<file path="src/rtl/iedc_pkg.sv">
package iedc_pkg;

  // Number of destination table entries, one per cell of the lookup chain.
  localparam int TableEntries = 32;

  // Width of the slot field on the input beat.
  localparam int SlotW = 5;

  // Cell index width: wide enough for the slot field and for every cell.
  localparam int TableIdxW = (TableEntries > 1) ? $clog2(TableEntries) : 1;
  localparam int IdxW = (TableIdxW > SlotW) ? TableIdxW : SlotW;

  // Byte counter saturates at the minimum length of an echo request frame.
  localparam int CntW = 6;
  localparam logic [CntW-1:0] FullLen = 6'd42;

  // Byte positions inside the frame (Ethernet header plus a 20-byte IPv4 header).
  localparam logic [CntW-1:0] PosEthHi   = 6'd12;
  localparam logic [CntW-1:0] PosEthLo   = 6'd13;
  localparam logic [CntW-1:0] PosProto   = 6'd23;
  localparam logic [CntW-1:0] PosSrcHi   = 6'd26;
  localparam logic [CntW-1:0] PosSrcLo   = 6'd29;
  localparam logic [CntW-1:0] PosDstHi   = 6'd30;
  localparam logic [CntW-1:0] PosDstLo   = 6'd33;
  localparam logic [CntW-1:0] PosIcmp    = 6'd34;

  localparam logic [15:0] EthIpv4     = 16'h0800;
  localparam logic [7:0]  ProtoIcmp   = 8'd1;
  localparam logic [7:0]  IcmpEchoReq = 8'd8;

  // Beat kind carried in tuser.
  localparam logic CmdFrame = 1'b0;
  localparam logic CmdWrite = 1'b1;

  // Token that travels down the chain of table cells, one cell per cycle while the chain advances.
  // A write token updates the cell whose index matches; a lookup token
  // collects hits as it passes every cell.
  typedef struct packed {
    logic            valid;
    logic            is_write;
    logic [31:0]     key;       // entry address for writes, destination for lookups
    logic [IdxW-1:0] slot;
    logic            wr_en;     // slot lies inside the table
    logic            wr_valid;
    logic            wr_drop;
    logic            echo;
    logic [31:0]     sip;
    logic            hit;
  } tok_t;

endpackage

</file>
<file path="src/rtl/iedc_cell.sv">
module iedc_cell (
  input  logic                      clk_i,
  input  logic                      rst_ni,
  input  logic                      adv_i,
  input  logic [iedc_pkg::IdxW-1:0] idx_i,
  input  iedc_pkg::tok_t            tok_i,
  output iedc_pkg::tok_t            tok_o
);

  iedc_pkg::tok_t tok_q, tok_d;
  logic        ent_valid_q;
  logic        ent_drop_q;
  logic [31:0] ent_key_q;
  logic        hit_here;
  logic        wr_here;

  assign hit_here = tok_i.valid && !tok_i.is_write && tok_i.echo &&
                    ent_valid_q && ent_drop_q && (ent_key_q == tok_i.key);
  assign wr_here  = tok_i.valid && tok_i.is_write && tok_i.wr_en && (tok_i.slot == idx_i);

  always_comb begin
    tok_d     = tok_i;
    tok_d.hit = tok_i.hit | hit_here;
  end

  always_ff @(posedge clk_i or negedge rst_ni) begin
    if (!rst_ni) begin
      tok_q       <= '0;
      ent_valid_q <= 1'b0;
      ent_drop_q  <= 1'b0;
    end else if (adv_i) begin
      tok_q <= tok_d;
      if (wr_here) begin
        ent_valid_q <= tok_i.wr_valid;
        ent_drop_q  <= tok_i.wr_drop;
      end
    end
  end

  always_ff @(posedge clk_i) begin
    if (adv_i && wr_here) begin
      ent_key_q <= tok_i.key;
    end
  end

  assign tok_o = tok_q;

endmodule

</file>
<file path="config.mk">
export PLATFORM = sky130hd
export DESIGN_NAME = iedc_cell
export DESIGN_NICKNAME = d
export VERILOG_FILES = /design/src/rtl/iedc_pkg.sv /design/src/rtl/iedc_cell.sv
export SDC_FILE = /design/constraint.sdc
export NUM_CORES = 1
export LEC_CHECK = 0
export BUFFER_PORTS_ARGS = -buffer_cell sky130_fd_sc_hd__buf_2
export CORE_ASPECT_RATIO = 0.75
export CORE_MARGIN = 2
export CORE_UTILIZATION = 40
export DETAILED_ROUTE_END_ITERATION = 7
export PLACE_DENSITY_LB_ADDON = 0.15
export SLEW_MARGIN = 0
export SYNTH_ARGS = -nofsm -noshare
export SYNTH_HDL_FRONTEND = slang
export SYNTH_SLANG_ARGS = --single-unit
</file>
<file path="constraint.sdc">
create_clock -name clk_i -period 3.8 [get_ports clk_i]
set_input_delay 0.38 -clock clk_i [delete_from_list [all_inputs] [get_ports clk_i]]
set_output_delay 0.38 -clock clk_i [all_outputs]
set_load 0.01 [all_outputs]
</file>
After elaboration in Yosys (flattened, before gate mapping)
Cells that the tools add are included.

word-level totals
  register bits after elaboration = 110
  input port bits = 84
  output and inout bits = 76
  word-level logic and storage cells = 27

operators by class
  eq/ne operators = 2
  bitwise gates (word level) = 1
  reduce and logical (&&, ||, !) cells = 11

operators by type and width
  kind                  number
  equality test 32 bit  1
  logical AND 1 bit     9
  equality test 5 bit   1
  AND reduction 2 bit   1
  logical NOT 1 bit     1
  bitwise OR 1 bit      1

Depth between registers and ports, before layout
Gate-level depths: netlist of the first run.

  depth in word-level cells = 7
  gate-level depth with buffers = 5
  mapped depth without buffers = 4

Least setup slack after synthesis of the first run
No wires, ideal clock.

  path type = input to register
  start = input port idx_i[3] (netlist name)
  end = register ent_key_q[0], enable pin
  library setup time = 0.387 ns
  data arrival time = 1.588 ns
  required time = 3.413 ns
  slack = 1.825 ns
  stages = 4
  path buffers = 0
  cell sequence = xor2_1 nor4_1 nand3_1 inv_1

on the way
  longest elaborated chain between the ends = 3

RTL lines
  item                  line             source
  from (decl)           iedc_cell.sv:5   input logic [iedc_pkg::IdxW-1:0] idx_i,
  equality test 5 bit   iedc_cell.sv:19  assign wr_here = tok_i.valid && tok_i.is_write && tok_i.wr_en && (tok_i.slot == idx_i);
  logical AND 1 bit     iedc_cell.sv:19
  logical AND 1 bit     iedc_cell.sv:41  if (adv_i && wr_here) begin
  to (signal assigned)  iedc_cell.sv:42  ent_key_q <= tok_i.key;
  to (decl)             iedc_cell.sv:13  logic [31:0] ent_key_q;

Every way passes these cells.
A chain may end at the register's enable or synchronous reset.

Final worst setup path of the first run
  start = input port idx_i[3] (netlist name)
  end = register ent_key_q[29], enable pin

The elaborated chain is that of the path after synthesis.

==> impl_metrics.xml, run 1 <==
<?xml version="1.0" encoding="UTF-8"?>
<metrics>
  <group name="outcome">
    <metric name="status" unit="">complete, no violations</metric>
  </group>
  <group name="routing">
    <metric name="drc_errors_left" unit="">0</metric>
    <metric name="drt-vias-per-instance" unit="">4.71</metric>
    <metric name="drt_iter0_drc" unit="">97</metric>
    <metric name="vias_after_detailed_routing" unit="">2615</metric>
    <metric name="detailedRoute.firstPassIterationCount" unit="">4</metric>
    <metric name="final_antenna_net_count" unit="">0</metric>
    <metric name="wl_per_cell" unit="um">15.4</metric>
    <metric name="detail_route.wirelength" unit="um">8560</metric>
  </group>
  <group name="floorplanning">
    <metric name="pin_count" unit="">160</metric>
    <metric name="placementRows" unit="">32</metric>
    <metric name="die-width" unit="um">123</metric>
    <metric name="floorplan.die.height" unit="um">93.4</metric>
    <metric name="start_util" unit="">0.413</metric>
    <metric name="design.die.area" unit="um2">11500</metric>
    <metric name="coreArea" unit="um2">10300</metric>
  </group>
  <group name="clock_tree">
    <metric name="clock_sink_count" unit="">110</metric>
    <metric name="post_cts.repair.setup_buffers" unit="">0</metric>
    <metric name="clk_latency" unit="ps">340</metric>
    <metric name="cts-buffers-inserted" unit="">9</metric>
    <metric name="buffer_cell_driving_the_clock_tree_root" unit="">clkbuf_16</metric>
    <metric name="cts_resized" unit="">0</metric>
    <metric name="ctsLongestPathBuffers" unit="">2</metric>
    <metric name="htree_levels" unit="">3</metric>
    <metric name="clkSlewWorstSetupHoldPaths" unit="ps">60</metric>
    <metric name="post_cts_hold_buffer_count" unit="">0</metric>
    <metric name="tritoncts" unit="">built</metric>
  </group>
  <group name="finish">
    <metric name="design.final.nets" unit="">498</metric>
    <metric name="diodes" unit="">0</metric>
    <metric name="final_layout_size_suffix_gt1_frac" unit="">0.597</metric>
    <metric name="num-fill-cells" unit="">890</metric>
    <metric name="instances_no_fill" unit="">555</metric>
    <metric name="area_growth_syn_to_layout" unit="%">29.0</metric>
  </group>
  <group name="worst_setup_path">
    <metric name="crit_path_top_delay_cell" unit="">inv_1</metric>
    <metric name="path_depth" unit="">6</metric>
    <metric name="maximum_fanout_along_the_worst_path" unit="">17</metric>
    <metric name="critPathKind" unit="">primary input to flop</metric>
    <metric name="timing.critical_path.from_type" unit="">primary input</metric>
    <metric name="crit-reg2reg-launch" unit="">ent_key_q[5]</metric>
    <metric name="cp_cell_sequence" unit="">buf_2, xor2_1, nor4_1, nand3_1, inv_1, buf_4</metric>
    <metric name="critical_path.top_delay_family" unit="">buffers and inverters</metric>
    <metric name="end_kind" unit="">flop</metric>
    <metric name="worst-r2r-cell-count" unit="">4</metric>
    <metric name="r2r_slack" unit="ps">2250</metric>
    <metric name="arrival" unit="ps">2120</metric>
    <metric name="wp_data_required" unit="ps">3830</metric>
    <metric name="worstReg2RegEnd" unit="">tok_o[0]</metric>
    <metric name="worst_setup_path_startpoint" unit="">idx_i[3]</metric>
    <metric name="capture_point_of_the_worst_path" unit="">ent_key_q[29]</metric>
    <metric name="max_stage_delay" unit="ps">510</metric>
    <metric name="cp_num_buf_inv" unit="">3</metric>
  </group>
  <group name="yosys">
    <metric name="netlist_instances" unit="">251</metric>
    <metric name="yosys.area_share.simple" unit="">0.0223</metric>
    <metric name="synth_sequential_area_ratio" unit="">0.683</metric>
    <metric name="synth.top_cell.area_share" unit="">0.458</metric>
    <metric name="synthesis.nets" unit="">335</metric>
    <metric name="synthDominantAreaCellType" unit="">dfrtp_1</metric>
    <metric name="synthesis.area" unit="um2">4270</metric>
    <metric name="synth_top_family_by_area" unit="">multiplexers</metric>
    <metric name="yosys_register_bits" unit="">110</metric>
    <metric name="avgSynthCellArea" unit="um2">17.0</metric>
    <metric name="synthMuxAreaShare" unit="">0.206</metric>
    <metric name="netlist-cell-type-count" unit="">13</metric>
    <metric name="synth_fa_ha_area_frac" unit="">0</metric>
    <metric name="yosys-top-cells-area" unit="">dfrtp_1 (46%), edfxtp_1 (23%), mux2_2 (20%)</metric>
    <metric name="synth_warnings" unit="">0</metric>
    <metric name="synth_xor_xnor_area_share" unit="">0.0760</metric>
    <metric name="synth-compound-area-share" unit="">0.00176</metric>
  </group>
  <group name="placed_design">
    <metric name="buffer_ports.inserted" unit="">159</metric>
    <metric name="place_inst" unit="">539</metric>
    <metric name="dp_hpwl" unit="um">6090</metric>
    <metric name="post-place-ws" unit="ps">1310</metric>
    <metric name="gp_congestion" unit="">0.696</metric>
  </group>
  <group name="global_routing">
    <metric name="vias_in_the_first_global_route" unit="">2525</metric>
    <metric name="grt_antenna_before_repair" unit="">0</metric>
    <metric name="grt_start_max_net_pins" unit="">79</metric>
    <metric name="grtUsageTotal" unit="">0.152</metric>
    <metric name="grt-ovfl-total" unit="">0</metric>
    <metric name="grt_pass1_wl" unit="um">13100</metric>
  </group>
  <group name="power">
    <metric name="max-vdd-ir-drop" unit="mV">0.299</metric>
    <metric name="cellLeakagePower" unit="uW">0.00246</metric>
    <metric name="power-per-cell-area" unit="nW/um2">473</metric>
  </group>
  <group name="job">
    <metric name="max_cap_viol_count" unit="">0</metric>
  </group>
  <group name="timing">
    <metric name="finalWorstPathRequiredPeriod" unit="ps">2090</metric>
    <metric name="total_negative_setup_slack" unit="ps">0</metric>
    <metric name="rsz_0062_raised_after_global_routing" unit="">false</metric>
    <metric name="post-route-worst-setup-slack" unit="ps">1710</metric>
    <metric name="clock.fmax" unit="MHz">478</metric>
    <metric name="final_max_slew_viol_count" unit="">0</metric>
    <metric name="finalCritPeriodShare" unit="">0.551</metric>
    <metric name="tightestPinTransition" unit="ps">996</metric>
    <metric name="final_hold_viol_count" unit="">0</metric>
    <metric name="finClkSkew" unit="ps">2.55</metric>
    <metric name="timing.max_slew.rel_slack" unit="">0.336</metric>
    <metric name="finalSetupViolations" unit="">0</metric>
  </group>
  <group name="min_path">
    <metric name="hold_class" unit="">primary input to asynchronous set/reset pin</metric>
  </group>
</metrics>
==> kinds of logic (layout without fill, tap and decap cells) <==
| kind of cell | count (synthesis) | after routing |
|---|---|---|
| AO/OA/AOI/OAI | 1 | 1 |
| XOR/XNOR | 37 | 37 |
| buffers and inverters | 10 | 178 |
| flip-flops | 110 | 110 |
| multiplexers | 78 | 78 |
| AND/OR/NAND/NOR | 15 | 15 |
==> flip-flops by register name, summed over array words and instances, names as in the netlist <==
name,cells
ent_drop_q,1
ent_key_q,32
ent_valid_q,1
tok_o,76
==> final cells by class <==
type	count	area, um2	area share
clock buffers	15	268	0.0486
clock inverters	1	30.0	0.00546
inverters	1	3.75	0.000682
multi-input cells	131	1300	0.237
flip-flops and latches	110	2910	0.529
well taps	136	170	0.0309
repair buffers	161	816	0.148
==> power by group <==
part	internal (uW)	switching [uW]	total, uW
clock network	549	386	934
logic	170	162	332
registers	1300	37.6	1340
==> cell usage after synthesis <==
cell and instances:
inv_1 1, mux2_2 77, o31ai_1 1, nand3_1 2, mux2i_1 1, xor2_1 31
xnor2_1 6, dfrtp_1 78, edfxtp_1 32, buf_2 9, or4b_1 1, nor4_1 8
nand4_1 4
==> placed cells by master (no fill, tap or decap) <==
master,count
xor2_1,31
nand4_1,4
mux2_2,77
buf_2,157
inv_1,1
xnor2_1,6
clkbuf_8,2
clkbuf_16,9
or4b_1,1
buf_4,4
nand3_1,2
bufinv_16,1
clkbuf_1,4
nor4_1,8
o31ai_1,1
mux2i_1,1
dfrtp_1,78
edfxtp_1,32
==> metrics by stage <==
step                power [uW]  utilization  hold WS, ps  instance area, um2
global route              2730        0.533          239                5500
finish                    2610        0.533          191                5500
detailed placement        1700        0.504          487                5210
CTS                       2650        0.533          240                5500
floorplan                 1520            -         84.4                4270
global placement          1690        0.504          478                5210
==> worst reg2reg max path, delay by kind of cell, from the launching register on <==
family	cells	cell delay [ps]
AO/OA/AOI/OAI	1	220
XOR/XNOR	1	150
flip-flops	1	380
AND/OR/NAND/NOR	2	710
==> per-layer routing <==
layer / up-vias / track usage / routed length (um)
li1: 1229 / - / -
met1: 1290 / 0.205 / 3870
met2: 85 / 0.228 / 4030
met3: 11 / 0.0494 / 545
met4: 0 / 0.0597 / 125
met5: - / 0 / 0
==> worst min-delay path by stage <==
stage,startpoint,endpoint,slack (ps),cells past startpoint
2_1_floorplan,rst_ni,ent_drop_q,80,0
3_3_place_gp,tok_o[0],tok_o[0],480,2
3_5_place_dp,tok_o[0],tok_o[0],490,2
4_1_cts,tok_i[62],ent_key_q[20],240,1
5_1_grt,tok_i[53],ent_key_q[11],240,1
6_report,rst_ni,tok_o[3],190,1
Note: power is estimated with default switching activity, not from simulation.
==> inputs of run 2 (changes only) <==
==> constraint.sdc (replaced) <==
create_clock -name clk_i -period 2.2 [get_ports clk_i]
set_input_delay 0.22 -clock clk_i [delete_from_list [all_inputs] [get_ports clk_i]]
set_output_delay 0.22 -clock clk_i [all_outputs]
set_load 0.01 [all_outputs]
==> run 2 against run 1 <==
Power grew 74%; flip-flop and latch count did not move; clock-buffer cell count decreased by 3; global-route usage up 0.81 points; cell count increased by 0.54%; highest routed layer unchanged.
==> impl_metrics.xml, run 2 (synthesized netlist as in run 1, its figures left out) <==
<?xml version="1.0" encoding="UTF-8"?>
<metrics>
  <group name="timing">
    <metric name="finalCritPeriodShare" unit="">0.712</metric>
    <metric name="final_hold_viol_count" unit="">0</metric>
    <metric name="rsz_0062_raised_after_global_routing" unit="">false</metric>
    <metric name="clock.fmax" unit="MHz">638</metric>
    <metric name="tightestPinTransition" unit="ps">967</metric>
    <metric name="total_negative_setup_slack" unit="ps">0</metric>
    <metric name="final_max_slew_viol_count" unit="">0</metric>
    <metric name="timing.max_slew.rel_slack" unit="">0.355</metric>
    <metric name="finalSetupViolations" unit="">0</metric>
    <metric name="finalWorstPathRequiredPeriod" unit="ps">1570</metric>
    <metric name="post-route-worst-setup-slack" unit="ps">633</metric>
    <metric name="finClkSkew" unit="ps">5.81</metric>
  </group>
  <group name="power">
    <metric name="cellLeakagePower" unit="uW">0.00249</metric>
    <metric name="max-vdd-ir-drop" unit="mV">0.460</metric>
    <metric name="power-per-cell-area" unit="nW/um2">818</metric>
  </group>
  <group name="routing">
    <metric name="final_antenna_net_count" unit="">0</metric>
    <metric name="detail_route.wirelength" unit="um">8880</metric>
    <metric name="drt_iter0_drc" unit="">90</metric>
    <metric name="drt-vias-per-instance" unit="">4.65</metric>
    <metric name="drc_errors_left" unit="">0</metric>
    <metric name="vias_after_detailed_routing" unit="">2597</metric>
    <metric name="wl_per_cell" unit="um">15.9</metric>
    <metric name="detailedRoute.firstPassIterationCount" unit="">4</metric>
  </group>
  <group name="clock_tree">
    <metric name="clk_latency" unit="ps">340</metric>
    <metric name="cts_resized" unit="">0</metric>
    <metric name="post_cts_hold_buffer_count" unit="">1</metric>
    <metric name="htree_levels" unit="">3</metric>
    <metric name="buffer_cell_driving_the_clock_tree_root" unit="">clkbuf_16</metric>
    <metric name="tritoncts" unit="">built</metric>
    <metric name="post_cts.repair.setup_buffers" unit="">0</metric>
    <metric name="ctsLongestPathBuffers" unit="">2</metric>
    <metric name="clock_sink_count" unit="">110</metric>
    <metric name="clkSlewWorstSetupHoldPaths" unit="ps">70</metric>
    <metric name="cts-buffers-inserted" unit="">9</metric>
  </group>
  <group name="global_routing">
    <metric name="globalRouteMet1Util" unit="">0.207</metric>
    <metric name="vias_in_the_first_global_route" unit="">2650</metric>
    <metric name="global_route.usage.met3" unit="">0.0530</metric>
    <metric name="met2_usage" unit="">0.252</metric>
    <metric name="grt_pass1_wl" unit="um">13700</metric>
    <metric name="grtUsageTotal" unit="">0.160</metric>
    <metric name="grt_antenna_before_repair" unit="">0</metric>
    <metric name="grt-ovfl-total" unit="">0</metric>
    <metric name="grt_most_used_layer" unit="">met2</metric>
    <metric name="grt_start_max_net_pins" unit="">77</metric>
  </group>
  <group name="floorplanning">
    <metric name="coreArea" unit="um2">10300</metric>
    <metric name="die-width" unit="um">123</metric>
    <metric name="pin_count" unit="">160</metric>
    <metric name="design.die.area" unit="um2">11500</metric>
    <metric name="start_util" unit="">0.413</metric>
    <metric name="placementRows" unit="">32</metric>
    <metric name="floorplan.die.height" unit="um">93.4</metric>
  </group>
  <group name="placed_design">
    <metric name="dp_hpwl" unit="um">6420</metric>
    <metric name="buffer_ports.inserted" unit="">159</metric>
    <metric name="postPlaceCellArea" unit="um2">5230</metric>
    <metric name="gp_congestion" unit="">0.690</metric>
    <metric name="post-place-ws" unit="ps">426</metric>
  </group>
  <group name="worst_setup_path">
    <metric name="maximum_fanout_along_the_worst_path" unit="">1</metric>
    <metric name="cp_num_buf_inv" unit="">0</metric>
    <metric name="end_kind" unit="">flop</metric>
    <metric name="cp_cell_sequence" unit="">xor2_1, nor4_1, nand4_1, o31ai_1</metric>
    <metric name="crit_path_top_delay_cell" unit="">nor4_1</metric>
    <metric name="critPathKind" unit="">flop to flop</metric>
    <metric name="critical_path.top_delay_family" unit="">simple AND/OR/NAND/NOR gates</metric>
    <metric name="timing.critical_path.from_type" unit="">flop</metric>
    <metric name="arrival" unit="ps">1820</metric>
    <metric name="max_stage_delay" unit="ps">530</metric>
    <metric name="wp_data_required" unit="ps">2450</metric>
  </group>
  <group name="finish">
    <metric name="final_common_cell" unit="">buf_2</metric>
    <metric name="finish.instance_area" unit="um2">5560</metric>
    <metric name="num-fill-cells" unit="">879</metric>
    <metric name="design.final.nets" unit="">501</metric>
    <metric name="final_cell_mix" unit="">buf_2 (157), dfrtp_1 (78), mux2_2 (77), edfxtp_1 (32), xor2_1 (31)</metric>
    <metric name="final_layout_size_suffix_gt1_frac" unit="">0.604</metric>
    <metric name="diodes" unit="">0</metric>
    <metric name="final_core_utilization" unit="">0.538</metric>
    <metric name="largest_reg_flops" unit="">76</metric>
    <metric name="area_growth_syn_to_layout" unit="%">30.3</metric>
  </group>
  <group name="job">
    <metric name="max_cap_viol_count" unit="">0</metric>
  </group>
  <group name="outcome">
    <metric name="status" unit="">complete, no violations</metric>
  </group>
  <group name="min_path">
    <metric name="hold_class" unit="">primary input to flop</metric>
  </group>
</metrics>
-- run 2: per-stage QoR --
stage                     std cells  power, uW  hold slack [ps]
after floorplan                 251       2630            -75.6
after global placement          541       2930              200
after detailed placement        541       2950              201
after CTS                       558       4610             73.3
after global routing            558       4780             72.3
final                           558       4540             86.8
-- run 2: cell type report --
type                            instances  area (um2)  area share
Clock buffer                           12         289      0.0520
Multi-Input combinational cell        131        1300       0.235
Tap cell                              136         170      0.0306
Inverter                                1        3.75    0.000675
Sequential cell                       110        2910       0.524
Clock inverter                          4        25.0     0.00450
Timing Repair Buffer                  164         853       0.154
-- run 2: final timing paths --
| kind | from | endpoint | slack, ps | cells past startpoint |
|---|---|---|---|---|
| worst min-delay path | tok_i[49] | ent_key_q[7] | 90 | 1 |
| worst min register to register | tok_o[55] | tok_o[55] | 500 | 1 |
| worst max-delay path | ent_key_q[5] | tok_o[0] | 630 | 4 |
| worst max register to register | ent_key_q[5] | tok_o[0] | 630 | 4 |
| max in group asynchronous | rst_ni | tok_o[24] | 1230 | 3 |
| min in group asynchronous | rst_ni | tok_o[1] | 360 | 2 |
-- run 2: layer usage --
layer	vias up	wire length [um]
li1	1236	-
met1	1264	3950
met2	87	4240
met3	10	590
met4	0	104
met5	-	0
-- run 2: worst register-to-register path, stage by stage, from the launching register on --
cell and delay (ps):
edfxtp_1 390, xor2_1 150, nor4_1 530, nand4_1 200, o31ai_1 210
-- run 2: report_power, final --
part / switching [uW] / leakage [uW] / total [uW] / internal, uW
registers: 65.5 / 0.00120 / 2310 / 2250
clock network: 715 / 0.000152 / 1650 / 934
logic: 284 / 0.00113 / 582 / 298
total: 1060 / 0.00249 / 4540 / 3480
