### config.mk
export PLATFORM = sky130hd
export DESIGN_NAME = iedc_parser
export DESIGN_NICKNAME = d
export VERILOG_FILES = /design/src/rtl/iedc_pkg.sv /design/src/rtl/iedc_parser.sv
export SDC_FILE = /design/constraint.sdc
export NUM_CORES = 1
export LEC_CHECK = 0
export ABC_AREA = 1
export BUFFER_PORTS_ARGS = -buffer_cell sky130_fd_sc_hd__buf_4
export CORE_MARGIN = 3
export CORE_UTILIZATION = 62
export CTS_BUF_LIST = sky130_fd_sc_hd__clkbuf_4 sky130_fd_sc_hd__clkbuf_8
export CTS_CLUSTER_DIAMETER = 100
export DETAILED_ROUTE_END_ITERATION = 10
export PLACE_DENSITY = 0.92
export SYNTH_ARGS = -nofsm -noshare
export SYNTH_HDL_FRONTEND = slang
export SYNTH_SLANG_ARGS = --single-unit
### constraint.sdc
create_clock -name clk_i -period 6.3 [get_ports clk_i]
set_clock_uncertainty 0.05 [all_clocks]
set_input_delay 0.63 -clock clk_i [delete_from_list [all_inputs] [get_ports clk_i]]
set_output_delay 0.63 -clock clk_i [all_outputs]
set_load 0.1 [all_outputs]
### src/rtl/iedc_pkg.sv
package iedc_pkg;

  // Number of destination table entries, one per cell of the lookup chain.
  localparam int TableEntries = 32;

  // Width of the slot field on the input beat.
  localparam int SlotW = 5;

  // Cell index width: wide enough for the slot field and for every cell.
  localparam int TableIdxW = (TableEntries > 1) ? $clog2(TableEntries) : 1;
  localparam int IdxW = (TableIdxW > SlotW) ? TableIdxW : SlotW;

  // Byte counter saturates at the minimum length of an echo request frame.
  localparam int CntW = 6;
  localparam logic [CntW-1:0] FullLen = 6'd42;

  // Byte positions inside the frame (Ethernet header plus a 20-byte IPv4 header).
  localparam logic [CntW-1:0] PosEthHi   = 6'd12;
  localparam logic [CntW-1:0] PosEthLo   = 6'd13;
  localparam logic [CntW-1:0] PosProto   = 6'd23;
  localparam logic [CntW-1:0] PosSrcHi   = 6'd26;
  localparam logic [CntW-1:0] PosSrcLo   = 6'd29;
  localparam logic [CntW-1:0] PosDstHi   = 6'd30;
  localparam logic [CntW-1:0] PosDstLo   = 6'd33;
  localparam logic [CntW-1:0] PosIcmp    = 6'd34;

  localparam logic [15:0] EthIpv4     = 16'h0800;
  localparam logic [7:0]  ProtoIcmp   = 8'd1;
  localparam logic [7:0]  IcmpEchoReq = 8'd8;

  // Beat kind carried in tuser.
  localparam logic CmdFrame = 1'b0;
  localparam logic CmdWrite = 1'b1;

  // Token that travels down the chain of table cells, one cell per cycle while the chain advances.
  // A write token updates the cell whose index matches; a lookup token
  // collects hits as it passes every cell.
  typedef struct packed {
    logic            valid;
    logic            is_write;
    logic [31:0]     key;       // entry address for writes, destination for lookups
    logic [IdxW-1:0] slot;
    logic            wr_en;     // slot lies inside the table
    logic            wr_valid;
    logic            wr_drop;
    logic            echo;
    logic [31:0]     sip;
    logic            hit;
  } tok_t;

endpackage

### src/rtl/iedc_parser.sv
module iedc_parser (
  input  logic               clk_i,
  input  logic               rst_ni,
  input  logic               acc_i,
  input  logic               cmd_i,
  input  logic [7:0]         byte_i,
  input  logic               last_i,
  input  logic [4:0]         slot_i,
  input  logic [31:0]        addr_i,
  input  logic               drop_i,
  input  logic               valid_i,
  output iedc_pkg::tok_t     tok_o
);

  logic [iedc_pkg::CntW-1:0] cnt_q, cnt_d;
  logic [15:0] eth_q, eth_d;
  logic [7:0]  proto_q, proto_d;
  logic [31:0] src_q, src_d;
  logic [31:0] dst_q, dst_d;
  logic [7:0]  icmp_q, icmp_d;
  logic        byte_acc;
  logic        echo;

  assign byte_acc = acc_i && (cmd_i == iedc_pkg::CmdFrame);

  always_comb begin
    eth_d   = eth_q;
    proto_d = proto_q;
    src_d   = src_q;
    dst_d   = dst_q;
    icmp_d  = icmp_q;
    case (cnt_q) inside
      iedc_pkg::PosEthHi, iedc_pkg::PosEthLo: eth_d = {eth_q[7:0], byte_i};
      iedc_pkg::PosProto: proto_d = byte_i;
      [iedc_pkg::PosSrcHi:iedc_pkg::PosSrcLo]: src_d = {src_q[23:0], byte_i};
      [iedc_pkg::PosDstHi:iedc_pkg::PosDstLo]: dst_d = {dst_q[23:0], byte_i};
      iedc_pkg::PosIcmp: icmp_d = byte_i;
      default: ;
    endcase
    cnt_d = (cnt_q < iedc_pkg::FullLen) ? cnt_q + 1'b1 : cnt_q;
  end

  // The counter saturates at the full length, so equality means "long enough".
  assign echo = (cnt_d == iedc_pkg::FullLen) && (eth_d == iedc_pkg::EthIpv4) &&
                (proto_d == iedc_pkg::ProtoIcmp) && (icmp_d == iedc_pkg::IcmpEchoReq);

  always_comb begin
    tok_o          = '0;
    tok_o.valid    = acc_i && ((cmd_i == iedc_pkg::CmdWrite) || last_i);
    tok_o.is_write = (cmd_i == iedc_pkg::CmdWrite);
    tok_o.slot     = iedc_pkg::IdxW'(slot_i);
    tok_o.wr_en    = (int'(slot_i) < iedc_pkg::TableEntries);
    tok_o.wr_valid = valid_i;
    tok_o.wr_drop  = valid_i && drop_i;
    if (cmd_i == iedc_pkg::CmdWrite) begin
      tok_o.key = addr_i;
    end else begin
      tok_o.echo = echo;
      tok_o.key  = echo ? dst_d : 32'd0;
      tok_o.sip  = echo ? src_d : 32'd0;
    end
  end

  always_ff @(posedge clk_i or negedge rst_ni) begin
    if (!rst_ni) begin
      cnt_q   <= '0;
      eth_q   <= '0;
      proto_q <= '0;
      src_q   <= '0;
      dst_q   <= '0;
      icmp_q  <= '0;
    end else if (byte_acc) begin
      if (last_i) begin
        cnt_q   <= '0;
        eth_q   <= '0;
        proto_q <= '0;
        src_q   <= '0;
        dst_q   <= '0;
        icmp_q  <= '0;
      end else begin
        cnt_q   <= cnt_d;
        eth_q   <= eth_d;
        proto_q <= proto_d;
        src_q   <= src_d;
        dst_q   <= dst_d;
        icmp_q  <= icmp_d;
      end
    end
  end

`ifndef NO_ASSERTIONS
  a_cnt_bound: assert property (@(posedge clk_i) disable iff (!rst_ni)
    cnt_q <= iedc_pkg::FullLen)
    else $error("byte counter passed its saturation value");

  a_frame_clear: assert property (@(posedge clk_i) disable iff (!rst_ni)
    (byte_acc && last_i) |=> (cnt_q == '0 && eth_q == '0 && icmp_q == '0))
    else $error("frame captures not cleared after the last byte");

  a_write_keeps_frame: assert property (@(posedge clk_i) disable iff (!rst_ni)
    (acc_i && cmd_i == iedc_pkg::CmdWrite) |=> $stable(cnt_q))
    else $error("table write disturbed the frame in progress");
`endif

endmodule

# Word level (Yosys, flattened, before mapping)
# Cells that the tools add are included.
dict set report classes {
  n_addsub 1
  eq_ne 8
  muxes 26
  reduce_logical 10
  bitwise 1
  n_lt_le_gt_ge 5
}
# cell count
set ops {}
lappend ops {{32-bit 2-to-1 mux} 12}
lappend ops {{8-bit 2-to-1 mux} 9}
lappend ops {{33-bit 2-to-1 mux} 1}
lappend ops {{16-bit 2-to-1 mux} 2}
lappend ops {{16-bit by 12-bit == test with 1-bit output (second input constant)} 1}
lappend ops {{6-bit by 4-bit == test with 1-bit output (second input constant)} 2}
lappend ops {{6-bit == test (second input constant)} 2}
lappend ops {{6-bit by 5-bit >= comparator with 1-bit output (second input constant)} 2}
lappend ops {{6-bit 2-to-1 mux} 2}
lappend ops {{8-bit by 1-bit == test with 1-bit output (second input constant)} 1}
lappend ops {{8-bit by 4-bit == test with 1-bit output (second input constant)} 1}
lappend ops {{1-bit logical AND} 8}
lappend ops {{6-bit by 1-bit adder with 6-bit output (second input constant)} 1}
lappend ops {{6-bit by 5-bit == test with 1-bit output (second input constant)} 1}
lappend ops {{6-bit by 5-bit less-or-equal comparator with 1-bit output (second input constant)} 1}
lappend ops {{6-bit less-or-equal comparator (second input constant)} 1}
lappend ops {{6-bit less-than comparator (second input constant)} 1}
lappend ops {{2-bit OR reduction} 1}
lappend ops {{1-bit logical OR} 1}
lappend ops {{1-bit inverter} 1}
dict set report totals {
  register_bits 102
  out_inout_bits 76
  elab_cells 57
}

# Depth between registers and ports, before layout
# Gate-level depths: netlist (run 1).
dict set report depth {
  word_depth 10
  ltp_mapped 17
}

# Worst setup path after synthesis (run 1)
# No wires, ideal clock.
dict set report synth_path {
  path_type {reg2out}
  start {reg cnt_q[1] (netlist bit)}
  end {out tok_o[1] (netlist bit)}
  arrival_ns 3.054
  required_ns 5.620
  n_path_buf 1
  path_stages_with_launch 14
  setup_slack_ns 2.566
  path_cell_list {dfrtp_1 -> inv_1 -> ha_1 -> inv_1 -> nand2_1 -> nand3_4 -> buf_2 -> o21ai_1 -> nand2_1 -> nor2_1 -> nand3_1 -> nor2_2 -> nand4_4 -> nor2_1}
}
# item line
set synth_rtl {}
lappend synth_rtl {{start: declaration} iedc_parser.sv:15} ;# logic [iedc_pkg::CntW-1:0] cnt_q, cnt_d;
lappend synth_rtl {{start signal: assignment} iedc_parser.sv:81} ;# cnt_q <= cnt_d;
lappend synth_rtl {{end: declaration} iedc_parser.sv:12} ;# output iedc_pkg::tok_t tok_o

==> results of run 1 <==
[where the power goes]
group	leakage, nW	internal, mW	switching, mW
registers	1.42	0.666	0.0102
clock network	0.0980	0.153	0.252
logic	2.48	0.0680	0.203
total	4.00	0.887	0.465
[placed cells by master, fill, tap and decap left out, drive strengths merged]
cell type,n
o211ai,1
a21boi,1
and3,2
o21ai,115
clkbuf,9
or2,1
a21oi,1
clkinv,5
nand3,73
ha,4
nand4,1
buf,120
and2,1
a31oi,1
nand2,252
inv,148
o22ai,80
nor2,70
xor2,1
conb,2
nor3,1
dfrtp,102
[cell families (layout without fill, tap and decap cells)]
logic type,Yosys count,after routing
and+or+nand+nor,401,401
buffers and inverters,210,282
AOI/OAI and AO/OA,199,199
DFF,102,102
adders and majority gates,4,4
other,2,2
xor gates and xnor gates,1,1
[worst paths after layout]
path / start / to / slack [ns] / cells after the start
setup / recovery: cnt_q[1]$_DFFE_PN0P_ / tok_o[42] / 1.61 / 14
hold / removal: rst_ni / eth_q[13]$_DFFE_PN0P_ / 0.13 / 1
setup reg to reg: cnt_q[1]$_DFFE_PN0P_ / dst_q[23]$_DFFE_PN0P_ / 2.93 / 12
hold reg to reg: src_q[26]$_DFFE_PN0P_ / src_q[26]$_DFFE_PN0P_ / 0.44 / 2
max in group asynchronous: rst_ni / src_q[19]$_DFFE_PN0P_ / 4.84 / 2
min in group clk_i: src_q[26]$_DFFE_PN0P_ / src_q[26]$_DFFE_PN0P_ / 0.44 / 2
[metal layers]
metal	global-route usage (%)	vias up	part of all wire [%]
met5	0	-	0
met4	10.5	0	2.7
met3	3.78	36	6.8
met2	47.2	257	49
met1	38.7	2883	42
li1	-	3072	-
[layout make-up]
class,count,area share (%)
sequential,102,34.8
timing repair buffer,120,12.3
clock inverter,7,0.854
tap,133,2.27
multi-input combinational,607,40.6
clock buffer,9,1.69
inverter,146,7.48
[flip-flops by register name, indices dropped and copies added (netlist names)]
| signal | cells |
|---|---|
| src_q | 32 |
| cnt_q | 6 |
| dst_q | 32 |
| proto_q | 8 |
| icmp_q | 8 |
| eth_q | 16 |
==> results.rst, run 1 <==
.. list-table::
   :header-rows: 1

   * - Metric
     - Value
   * - Ports placed on the boundary
     - 128
   * - Number of max-capacitance violations reported
     - 0
   * - Count of different cell masters after synthesis
     - 33
   * - Sum Neg Setup Slack
     - 0 ns
   * - Area occupied by multi-input gates
     - 2970 um^2
   * - Max Clk Rate
     - 0.213 GHz
   * - Power after layout
     - 1.35 mW
   * - Final standard cell count with taps included and fillers excluded
     - 1124
   * - Synth Area in XOR/XNOR
     - 0.137%
   * - Leak Pwr
     - 4.00 nW
   * - DR DRC count
     - 0
   * - Setup repair after global routing missed its margin
     - no
   * - Master cell of the clock root buffer
     - clkbuf_8
   * - First-pass GRT wire length
     - 27000 um
   * - Worst VDD drop
     - 0.000129 V
   * - Post-detailed-route wirelength per cell
     - 14.4 um
   * - Register Area
     - 2550 um^2
   * - Clk Latency, worst-skew pair
     - 0.37 ns
   * - Tcrit/Tclk final
     - 74.4%
   * - Ant diodes
     - 0
   * - Simple-gate share of the synthesized area
     - 27.6%
   * - Routed via count
     - 6248
   * - Post-CTS setup repair buffer count
     - 0
   * - H-tree levels
     - 3
   * - Via-to-Cell Ratio
     - 5.56
   * - Number of optimization iterations in the first detailed-route pass
     - 5
   * - Clock sink count
     - 102
   * - Count of state elements after synthesis
     - 102
   * - Cell family contributing the most delay on the critical path
     - simple AND/OR/NAND/NOR gates
   * - Dominant combinational cell family by area after synthesis
     - simple AND/OR/NAND/NOR gates
   * - Most used flip-flop cell after synthesis
     - dfrtp_1
   * - Worst slack at placement
     - 2.10 ns
   * - Nets
     - 1042
   * - Mean instance size in the synthesized netlist
     - 6.98 um^2
   * - Area Growth Syn to Fin
     - 14.3%
   * - Tightest Hold Check Type
     - input pin to asynchronous set/reset pin
   * - Final hold violations
     - 0
   * - Least-Margin Pin Slew
     - 1.09 ns
   * - Type of origin of the critical path
     - flip-flop
   * - Row Count
     - 36
   * - Buffer and inverter count on the worst path
     - 4
   * - Reg clk slew, reported paths
     - 0.11 ns
   * - Die width
     - 108 um
   * - Finished layout cell area
     - 7330 um^2
   * - Final Worst Setup Slack
     - 1.61 ns
   * - Max-slew headroom at the worst pin
     - 27.1%
   * - Top cell type's share of synthesized area
     - 39.8%
   * - Area inside the core boundary
     - 9910 um^2
   * - Compound-cell area share of the yosys netlist
     - 17.3%
   * - Cell types with the largest area share after synthesis
     - dfrtp_1 (40%), nand2_1 (14%), inv_1 (8.3%), o21ai_0 (8.1%), o22ai_1 (7.8%)
   * - ANT nets after route
     - 0
   * - Resize count post-CTS
     - 0
   * - Synth cell count leaders
     - nand2_1 (247), inv_1 (141), o21ai_0 (104), dfrtp_1 (102), o22ai_1 (80)
   * - Antenna violations before repair
     - 0
   * - # setup viols final
     - 0
   * - Cell with the most instances after synthesis
     - nand2_1
   * - Cell breakdown of the critical path
     - inv_1 > ha_1 > nor2_1 > nor2_4 > o21ai_0 > a21boi_4 > buf_4 > nor2_1 > nand2_2 > o21ai_0 > inv_1 > nand3_1 > nand2_1 > buf_4
   * - Number of buffers inserted by hold repair at cts
     - 0
   * - Required time reported for the critical path endpoint
     - 5.62 ns
   * - Adder-cell area share of the yosys netlist
     - 0.781%
   * - Largest stage delay on the critical path
     - 0.70 ns
   * - Number of warnings printed during yosys synthesis
     - 0
   * - Fraction of the core area covered by cells at the end of the flow
     - 74.0%
   * - Master of the slowest instance on the critical path
     - nand2_2
   * - Count of flip-flops with a built-in enable after synthesis
     - 0
   * - Ratio of cells with drive above 1 in the final layout
     - 19.5%
   * - Number of placed cells counting well taps
     - 1108
   * - Largest net degree at the start of global routing
     - 96
   * - Buffers added on ports
     - 115
   * - Final worst hold slack
     - 0.132 ns
   * - Multiplexer area fraction after synthesis
     - 0%
   * - Count of mapped cells out of synthesis
     - 919
   * - Cell Area, Synth
     - 6410 um^2
   * - DR iter-0 viols
     - 566
   * - Via count of the first global-routing pass
     - 5679
   * - Final global-route overflow total
     - 0
   * - Worst setup path category
     - flip-flop to output pin
   * - Outcome
     - complete, no violations
   * - Effective utilization at floorplan
     - 64.7%
   * - Die span in y
     - 108 um
   * - DP HPWL
     - 10900 um
   * - Post-Route WL
     - 16100 um
   * - Biggest area consumer among synthesized cells
     - dfrtp_1
   * - Combined global-route utilization of all metal layers
     - 28.6%
   * - Crit path time final
     - 4.69 ns
   * - Final slew viol count
     - 0
   * - Arrival time at the worst endpoint
     - 4.01 ns
   * - Portion of the post-synthesis area used by sequential elements
     - 39.8%
   * - CTS Buf Count
     - 9
   * - Fraction of registers with async set/reset
     - 100%
   * - Fill cell instance count of the final layout
     - 816
   * - Overall die area
     - 11600 um^2
   * - TritonCTS clock tree
     - built
   * - Placer congestion estimate
     - 0.934
   * - Kind of end point of the critical path
     - output pin
   * - Critical Path Fanout Max
     - 65
   * - Post-DP Area
     - 7140 um^2
   * - Maximum buffer depth of the clock tree
     - 2
   * - Power per standard cell area
     - 184 nW/um^2
   * - Post-Syn Nets
     - 975
Note: power is estimated with default switching activity, not from simulation.
==> run 2, diff against run 1 <==
--- a/config.mk
+++ b/config.mk
@@ -8,11 +8,11 @@
 export ABC_AREA = 1
 export BUFFER_PORTS_ARGS = -buffer_cell sky130_fd_sc_hd__buf_4
 export CORE_MARGIN = 3
-export CORE_UTILIZATION = 62
+export CORE_UTILIZATION = 58
 export CTS_BUF_LIST = sky130_fd_sc_hd__clkbuf_4 sky130_fd_sc_hd__clkbuf_8
 export CTS_CLUSTER_DIAMETER = 100
 export DETAILED_ROUTE_END_ITERATION = 10
-export PLACE_DENSITY = 0.92
+export PLACE_DENSITY = 0.87
 export SYNTH_ARGS = -nofsm -noshare
 export SYNTH_HDL_FRONTEND = slang
 export SYNTH_SLANG_ARGS = --single-unit
==> constraint.sdc (replaced) <==
create_clock -name clk_i -period 4.9 [get_ports clk_i]
set_clock_uncertainty 0.05 [all_clocks]
set_input_delay 0.49 -clock clk_i [delete_from_list [all_inputs] [get_ports clk_i]]
set_output_delay 0.49 -clock clk_i [all_outputs]
set_load 0.1 [all_outputs]
==> run 2 against run 1 <==
Register-to-register slack worse by 0.98 ns; cell area about the same; total power up 29%; setup slack worse by 0.95 ns; clock-buffer cell count up 1; critical endpoint is now tok_o[1]; utilization down 4.5 points; largest power group unchanged; die area up 6.5%; via count down 1.3%; critical path depth down 1.
==> results.rst, run 2 (synthesis gave the netlist of run 1 again) <==
.. list-table::
   :header-rows: 1

   * - Metric
     - Value
   * - Reg clk slew, reported paths
     - 0.10 ns
   * - Routed via count
     - 6164
   * - Type of origin of the critical path
     - flip-flop
   * - Reg-to-reg setup timing slack
     - 1.95 ns
   * - Fraction of power consumed by the clock network
     - 30.1%
   * - Least-Margin Pin Slew
     - 1.11 ns
   * - Worst VDD drop
     - 0.000140 V
   * - CTS Buf Count
     - 9
   * - Number of optimization iterations in the first detailed-route pass
     - 5
   * - Ports placed on the boundary
     - 128
   * - Power per standard cell area
     - 238 nW/um^2
   * - Die span in y
     - 111 um
   * - Ratio of cells with drive above 1 in the final layout
     - 19.5%
   * - Post-Route WL
     - 16100 um
   * - Registers with the most flip-flops
     - dst_q x32, src_q x32, eth_q x16
   * - Kind of end point of the critical path
     - output pin
   * - Most common cell after layout, fill and taps aside
     - nand2_1
   * - Setup repair after global routing missed its margin
     - no
   * - Leak Pwr
     - 4.00 nW
   * - Final standard cell count with taps included and fillers excluded
     - 1127
   * - Via-to-Cell Ratio
     - 5.47
   * - Largest net degree at the start of global routing
     - 96
   * - Final hold violations
     - 0
   * - Post-DP Area
     - 7150 um^2
   * - Most used cells in the layout excluding fill and tap cells
     - nand2_1 (247), inv_1 (141), buf_4 (120)
   * - TritonCTS clock tree
     - built
   * - Tightest Hold Check Type
     - input pin to asynchronous set/reset pin
   * - Number of placed cells counting well taps
     - 1111
   * - Buffers added on ports
     - 115
   * - Row Count
     - 37
   * - Clk Latency, worst-skew pair
     - 0.37 ns
   * - Outcome
     - complete, no violations
   * - Arrival time at the worst endpoint
     - 3.70 ns
   * - Effective utilization at floorplan
     - 60.7%
   * - Final slew viol count
     - 0
   * - Antenna violations before repair
     - 0
   * - Overall die area
     - 12400 um^2
   * - Crit path time final
     - 4.24 ns
   * - Reported net switching power
     - 0.592 mW
   * - Area inside the core boundary
     - 10600 um^2
   * - Post-CTS setup repair buffer count
     - 0
   * - Max-slew headroom at the worst pin
     - 26.2%
   * - Final global-route overflow total
     - 0
   * - ANT nets after route
     - 0
   * - Critical Path Fanout Max
     - 34
   * - Number of buffers inserted by hold repair at cts
     - 0
   * - Switching power share of the total
     - 34.0%
   * - Via count of the first global-routing pass
     - 5960
   * - Worst setup path category
     - flip-flop to output pin
   * - Die width
     - 111 um
   * - H-tree levels
     - 3
   * - Final worst hold slack
     - 0.161 ns
   * - Maximum buffer depth of the clock tree
     - 2
   * - Required time reported for the critical path endpoint
     - 4.36 ns
   * - Final Worst Setup Slack
     - 0.655 ns
   * - Placer congestion estimate
     - 0.909
   * - Sum Neg Setup Slack
     - 0 ns
   * - DP HPWL
     - 10900 um
   * - Area Growth Syn to Fin
     - 14.4%
   * - Nets
     - 1042
   * - First-pass GRT wire length
     - 27200 um
   * - Finished layout cell area
     - 7330 um^2
   * - Combined global-route utilization of all metal layers
     - 26.2%
   * - Max Clk Rate
     - 0.236 GHz
   * - Master cell of the clock root buffer
     - clkbuf_8
   * - Ant diodes
     - 0
   * - Tcrit/Tclk final
     - 86.6%
   * - Resize count post-CTS
     - 0
   * - Post-detailed-route wirelength per cell
     - 14.3 um
   * - Comb power frac
     - 20.0%
   * - Clock sink count
     - 102
   * - Internal Pwr Total
     - 1.15 mW
   * - DR iter-0 viols
     - 528
   * - Proportion of power drawn by flip-flops and latches
     - 49.9%
   * - # setup viols final
     - 0
   * - DR DRC count
     - 0
   * - Number of max-capacitance violations reported
     - 0
   * - Worst slack at placement
     - 1.12 ns
run 2: cell types whose count changed in the layout (fill, tap and decap cells not counted), sizes merged:
| cell | delta |
|---|---|
| clkbuf | +1 |
| inv | -1 |
run 2: metrics by stage:
step	power, mW	utilization [%]
finish	1.74	69.5
global route	1.81	69.5
CTS	1.74	69.5
detailed placement	1.23	67.7
global placement	1.23	67.7
floorplan	1.15	-
run 2: critical path, cell delays in order, from the launching register on:
cell	delay, ns
dfrtp_1	0.44
inv_1	0.18
ha_1	0.23
inv_1	0.05
nand2_1	0.10
nand3_4	0.28
o21ai_0	0.39
nand2_1	0.09
nor2_1	0.11
nand3_1	0.10
nor2_2	0.18
nand4_4	0.53
nor2_1	0.30
buf_4	0.33
run 2: routing by layer:
layer | up-vias | share of wire (%) | global-route usage (%)
met5 | - | 0 | 0
met4 | 0 | 2.8 | 8.11
met3 | 34 | 7.3 | 3.98
met2 | 240 | 48 | 44.7
met1 | 2815 | 42 | 34.4
li1 | 3075 | - | -
run 2: cell type report:
cell class / count / area (um^2)
flip-flops and latches: 102 / 2550
repair buffers: 120 / 901
inverters: 146 / 548
fillers: 898 / 3220
well taps: 136 / 170
clock inverters: 6 / 51.3
multi-input cells: 607 / 2970
clock buffers: 10 / 138
run 2: path summary, 6_finish.rpt:
kind	start	end	depth (start not counted)
min in group clk_i	byte_i[7]	dst_q[7]$_DFFE_PN0P_	3
max in group asynchronous	rst_ni	src_q[4]$_DFFE_PN0P_	2
hold reg to reg	src_q[26]$_DFFE_PN0P_	src_q[26]$_DFFE_PN0P_	2
hold / removal	rst_ni	eth_q[5]$_DFFE_PN0P_	1
setup / recovery	cnt_q[0]$_DFFE_PN0P_	tok_o[1]	13
setup reg to reg	cnt_q[0]$_DFFE_PN0P_	dst_q[13]$_DFFE_PN0P_	10
run 2: power groups by stage:
stage | Sequential (mW) | Combinational, mW | Clock, mW
after floorplan | 0.882 | 0.264 | 0
after global placement | 0.884 | 0.343 | 0
after detailed placement | 0.885 | 0.347 | 0
after CTS | 0.869 | 0.348 | 0.527
after global routing | 0.871 | 0.375 | 0.562
final | 0.869 | 0.349 | 0.525
==> run 3, diff against run 2 <==
--- a/config.mk
+++ b/config.mk
@@ -8,11 +8,11 @@
 export ABC_AREA = 1
 export BUFFER_PORTS_ARGS = -buffer_cell sky130_fd_sc_hd__buf_4
 export CORE_MARGIN = 3
-export CORE_UTILIZATION = 58
+export CORE_UTILIZATION = 50
 export CTS_BUF_LIST = sky130_fd_sc_hd__clkbuf_4 sky130_fd_sc_hd__clkbuf_8
 export CTS_CLUSTER_DIAMETER = 100
 export DETAILED_ROUTE_END_ITERATION = 10
-export PLACE_DENSITY = 0.87
+export PLACE_DENSITY = 0.8
 export SYNTH_ARGS = -nofsm -noshare
 export SYNTH_HDL_FRONTEND = slang
 export SYNTH_SLANG_ARGS = --single-unit
==> run 3 against run 2 <==
Non-clock buffer count up 1; register-to-register slack improved by 0.04 ns; cell area up 0.84%; hold slack got worse by 0.029 ns; via count about the same; maximum frequency about the same; sequential cell count unchanged; critical path depth unchanged; total power rose by 2.5%; routed wire length increased by 3.6%; clock-buffer cell count is 1 higher; critical path type unchanged; largest cell class unchanged.
==> results.rst, run 3 (synthesis gave the netlist of run 1 again) <==
.. list-table::
   :header-rows: 1

   * - Metric
     - Value
   * - DR iter-0 viols
     - 538
   * - Number of placed cells counting well taps
     - 1144
   * - TritonCTS clock tree
     - built
   * - Sum Neg Setup Slack
     - 0 ns
   * - Arrival time at the worst endpoint
     - 3.70 ns
   * - Area Growth Syn to Fin
     - 15.4%
   * - Buffer and inverter count on the worst path
     - 3
   * - Cell breakdown of the critical path
     - inv_1 > ha_1 > inv_1 > nand2_1 > nand3_4 > o21ai_0 > nand2_1 > nor2_1 > nand3_1 > nor2_2 > nand4_4 > nor2_1 > buf_4
   * - Die span in y
     - 119 um
   * - Post-CTS setup repair buffer count
     - 0
   * - Most used cells in the layout excluding fill and tap cells
     - nand2_1 (247), inv_1 (141), buf_4 (121)
   * - Die width
     - 119 um
   * - Clock sink count
     - 102
   * - Maximum buffer depth of the clock tree
     - 2
   * - Most common cell after layout, fill and taps aside
     - nand2_1
   * - Worst VDD drop
     - 0.000108 V
   * - DR DRC count
     - 0
   * - Master cell of the clock root buffer
     - clkbuf_8
   * - Kind of end point of the critical path
     - output pin
   * - Fraction of power consumed by the clock network
     - 31.6%
   * - Crit path time final
     - 4.24 ns
   * - Largest stage delay on the critical path
     - 0.54 ns
   * - Cell count along the critical path
     - 13
   * - H-tree levels
     - 3
   * - Clk Latency, worst-skew pair
     - 0.38 ns
   * - ANT nets after route
     - 0
   * - Post-Route WL
     - 16700 um
   * - Max-slew headroom at the worst pin
     - 25.0%
   * - Proportion of power drawn by flip-flops and latches
     - 48.6%
   * - Via-to-Cell Ratio
     - 5.31
   * - Fill cell instance count of the final layout
     - 1171
   * - Final global-route overflow total
     - 0
   * - First-pass GRT wire length
     - 28000 um
   * - Reported net switching power
     - 0.582 mW
   * - Power per standard cell area
     - 242 nW/um^2
   * - Switching power share of the total
     - 32.6%
   * - Overall die area
     - 14200 um^2
   * - Via count of the first global-routing pass
     - 5870
   * - Nets
     - 1043
   * - Resize count post-CTS
     - 0
   * - Master of the slowest instance on the critical path
     - nand4_4
   * - Final standard cell count with taps included and fillers excluded
     - 1160
   * - CTS Buf Count
     - 9
   * - Effective utilization at floorplan
     - 52.3%
   * - Ant diodes
     - 0
   * - Final slew viol count
     - 0
   * - Worst setup path category
     - flip-flop to output pin
   * - Outcome
     - complete, no violations
   * - Leak Pwr
     - 4.02 nW
   * - Reg clk slew, reported paths
     - 0.09 ns
   * - Worst slack at placement
     - 1.08 ns
   * - Registers with the most flip-flops
     - dst_q x32, src_q x32, eth_q x16
   * - Critical Path Fanout Max
     - 34
   * - Antenna violations before repair
     - 0
   * - Ports placed on the boundary
     - 128
   * - Final Worst Setup Slack
     - 0.658 ns
   * - Number of max-capacitance violations reported
     - 0
   * - Number of buffers inserted by hold repair at cts
     - 0
   * - Largest net degree at the start of global routing
     - 96
   * - Area inside the core boundary
     - 12300 um^2
   * - Final hold violations
     - 0
   * - Worst reg-to-reg path cell count
     - 10
   * - Required time reported for the critical path endpoint
     - 4.36 ns
   * - DP HPWL
     - 11200 um
   * - Combined global-route utilization of all metal layers
     - 23.7%
   * - Cell family contributing the most delay on the critical path
     - simple AND/OR/NAND/NOR gates
   * - Post-detailed-route wirelength per cell
     - 14.4 um
   * - Type of origin of the critical path
     - flip-flop
   * - Comb power frac
     - 19.8%
   * - Least-Margin Pin Slew
     - 1.12 ns
   * - Max Clk Rate
     - 0.236 GHz
   * - Row Count
     - 40
   * - Internal Pwr Total
     - 1.20 mW
   * - Placer congestion estimate
     - 0.882
   * - # setup viols final
     - 0
   * - Buffers added on ports
     - 115
   * - Number of optimization iterations in the first detailed-route pass
     - 7
   * - Ratio of cells with drive above 1 in the final layout
     - 19.6%
   * - Tcrit/Tclk final
     - 86.6%
   * - Tightest Hold Check Type
     - input pin to asynchronous set/reset pin
   * - Routed via count
     - 6159
   * - Setup repair after global routing missed its margin
     - no
## run 3: final timing paths
kind,from,to,slack (ns)
min reg2reg,proto_q[0]$_DFFE_PN0P_,proto_q[0]$_DFFE_PN0P_,0.44
max reg2reg,cnt_q[1]$_DFFE_PN0P_,dst_q[24]$_DFFE_PN0P_,1.99
min in group clk_i,byte_i[6],eth_q[6]$_DFFE_PN0P_,0.41
max,cnt_q[1]$_DFFE_PN0P_,tok_o[3],0.66
min,rst_ni,eth_q[13]$_DFFE_PN0P_,0.13
max in group asynchronous,rst_ni,src_q[16]$_DFFE_PN0P_,3.61
## run 3: through the flow
stage	power, mW	hold WS (ns)	utilization [%]	instance area, um^2
floorplan	1.15	0.144	-	6410
global placement	1.23	0.411	58.7	7190
detailed placement	1.24	0.416	58.7	7190
CTS	1.79	0.156	60.3	7400
global route	1.84	0.196	60.3	7400
finish	1.79	0.132	60.3	7400
## run 3: cell type report
class	count	area (um^2)	area share, %
Multi-Input combinational cell	607	2970	40.2
Sequential cell	102	2550	34.5
Timing Repair Buffer	121	908	12.3
Inverter	146	548	7.41
Tap cell	168	210	2.84
Clock buffer	11	145	1.96
Clock inverter	5	57.6	0.778
## run 3: per-layer routing
layer	wire [um]	vias to the layer above	track usage, %	part of all wire (%)
met5	0	-	0	0
met4	341	0	7.39	2.0
met3	977	29	2.61	5.8
met2	8020	218	39.9	48
met1	7380	2837	32.2	44
li1	-	3075	-	-
## run 3: worst reg2reg max path, stage by stage (launching register included)
cell	delay, ns
dfrtp_1	0.46
inv_1	0.12
ha_1	0.25
inv_1	0.07
nand2_1	0.08
nand3_4	0.28
nand2_1	0.09
nor2_1	0.15
nand2_2	0.55
o21ai_0	0.53
o22ai_1	0.11
## run 3: power groups by stage
stage | Sequential (mW) | Clock [mW] | Combinational [mW]
final | 0.869 | 0.564 | 0.354
after global routing | 0.872 | 0.592 | 0.380
after CTS | 0.869 | 0.568 | 0.353
after detailed placement | 0.885 | 0 | 0.353
after global placement | 0.884 | 0 | 0.349
after floorplan | 0.882 | 0 | 0.264
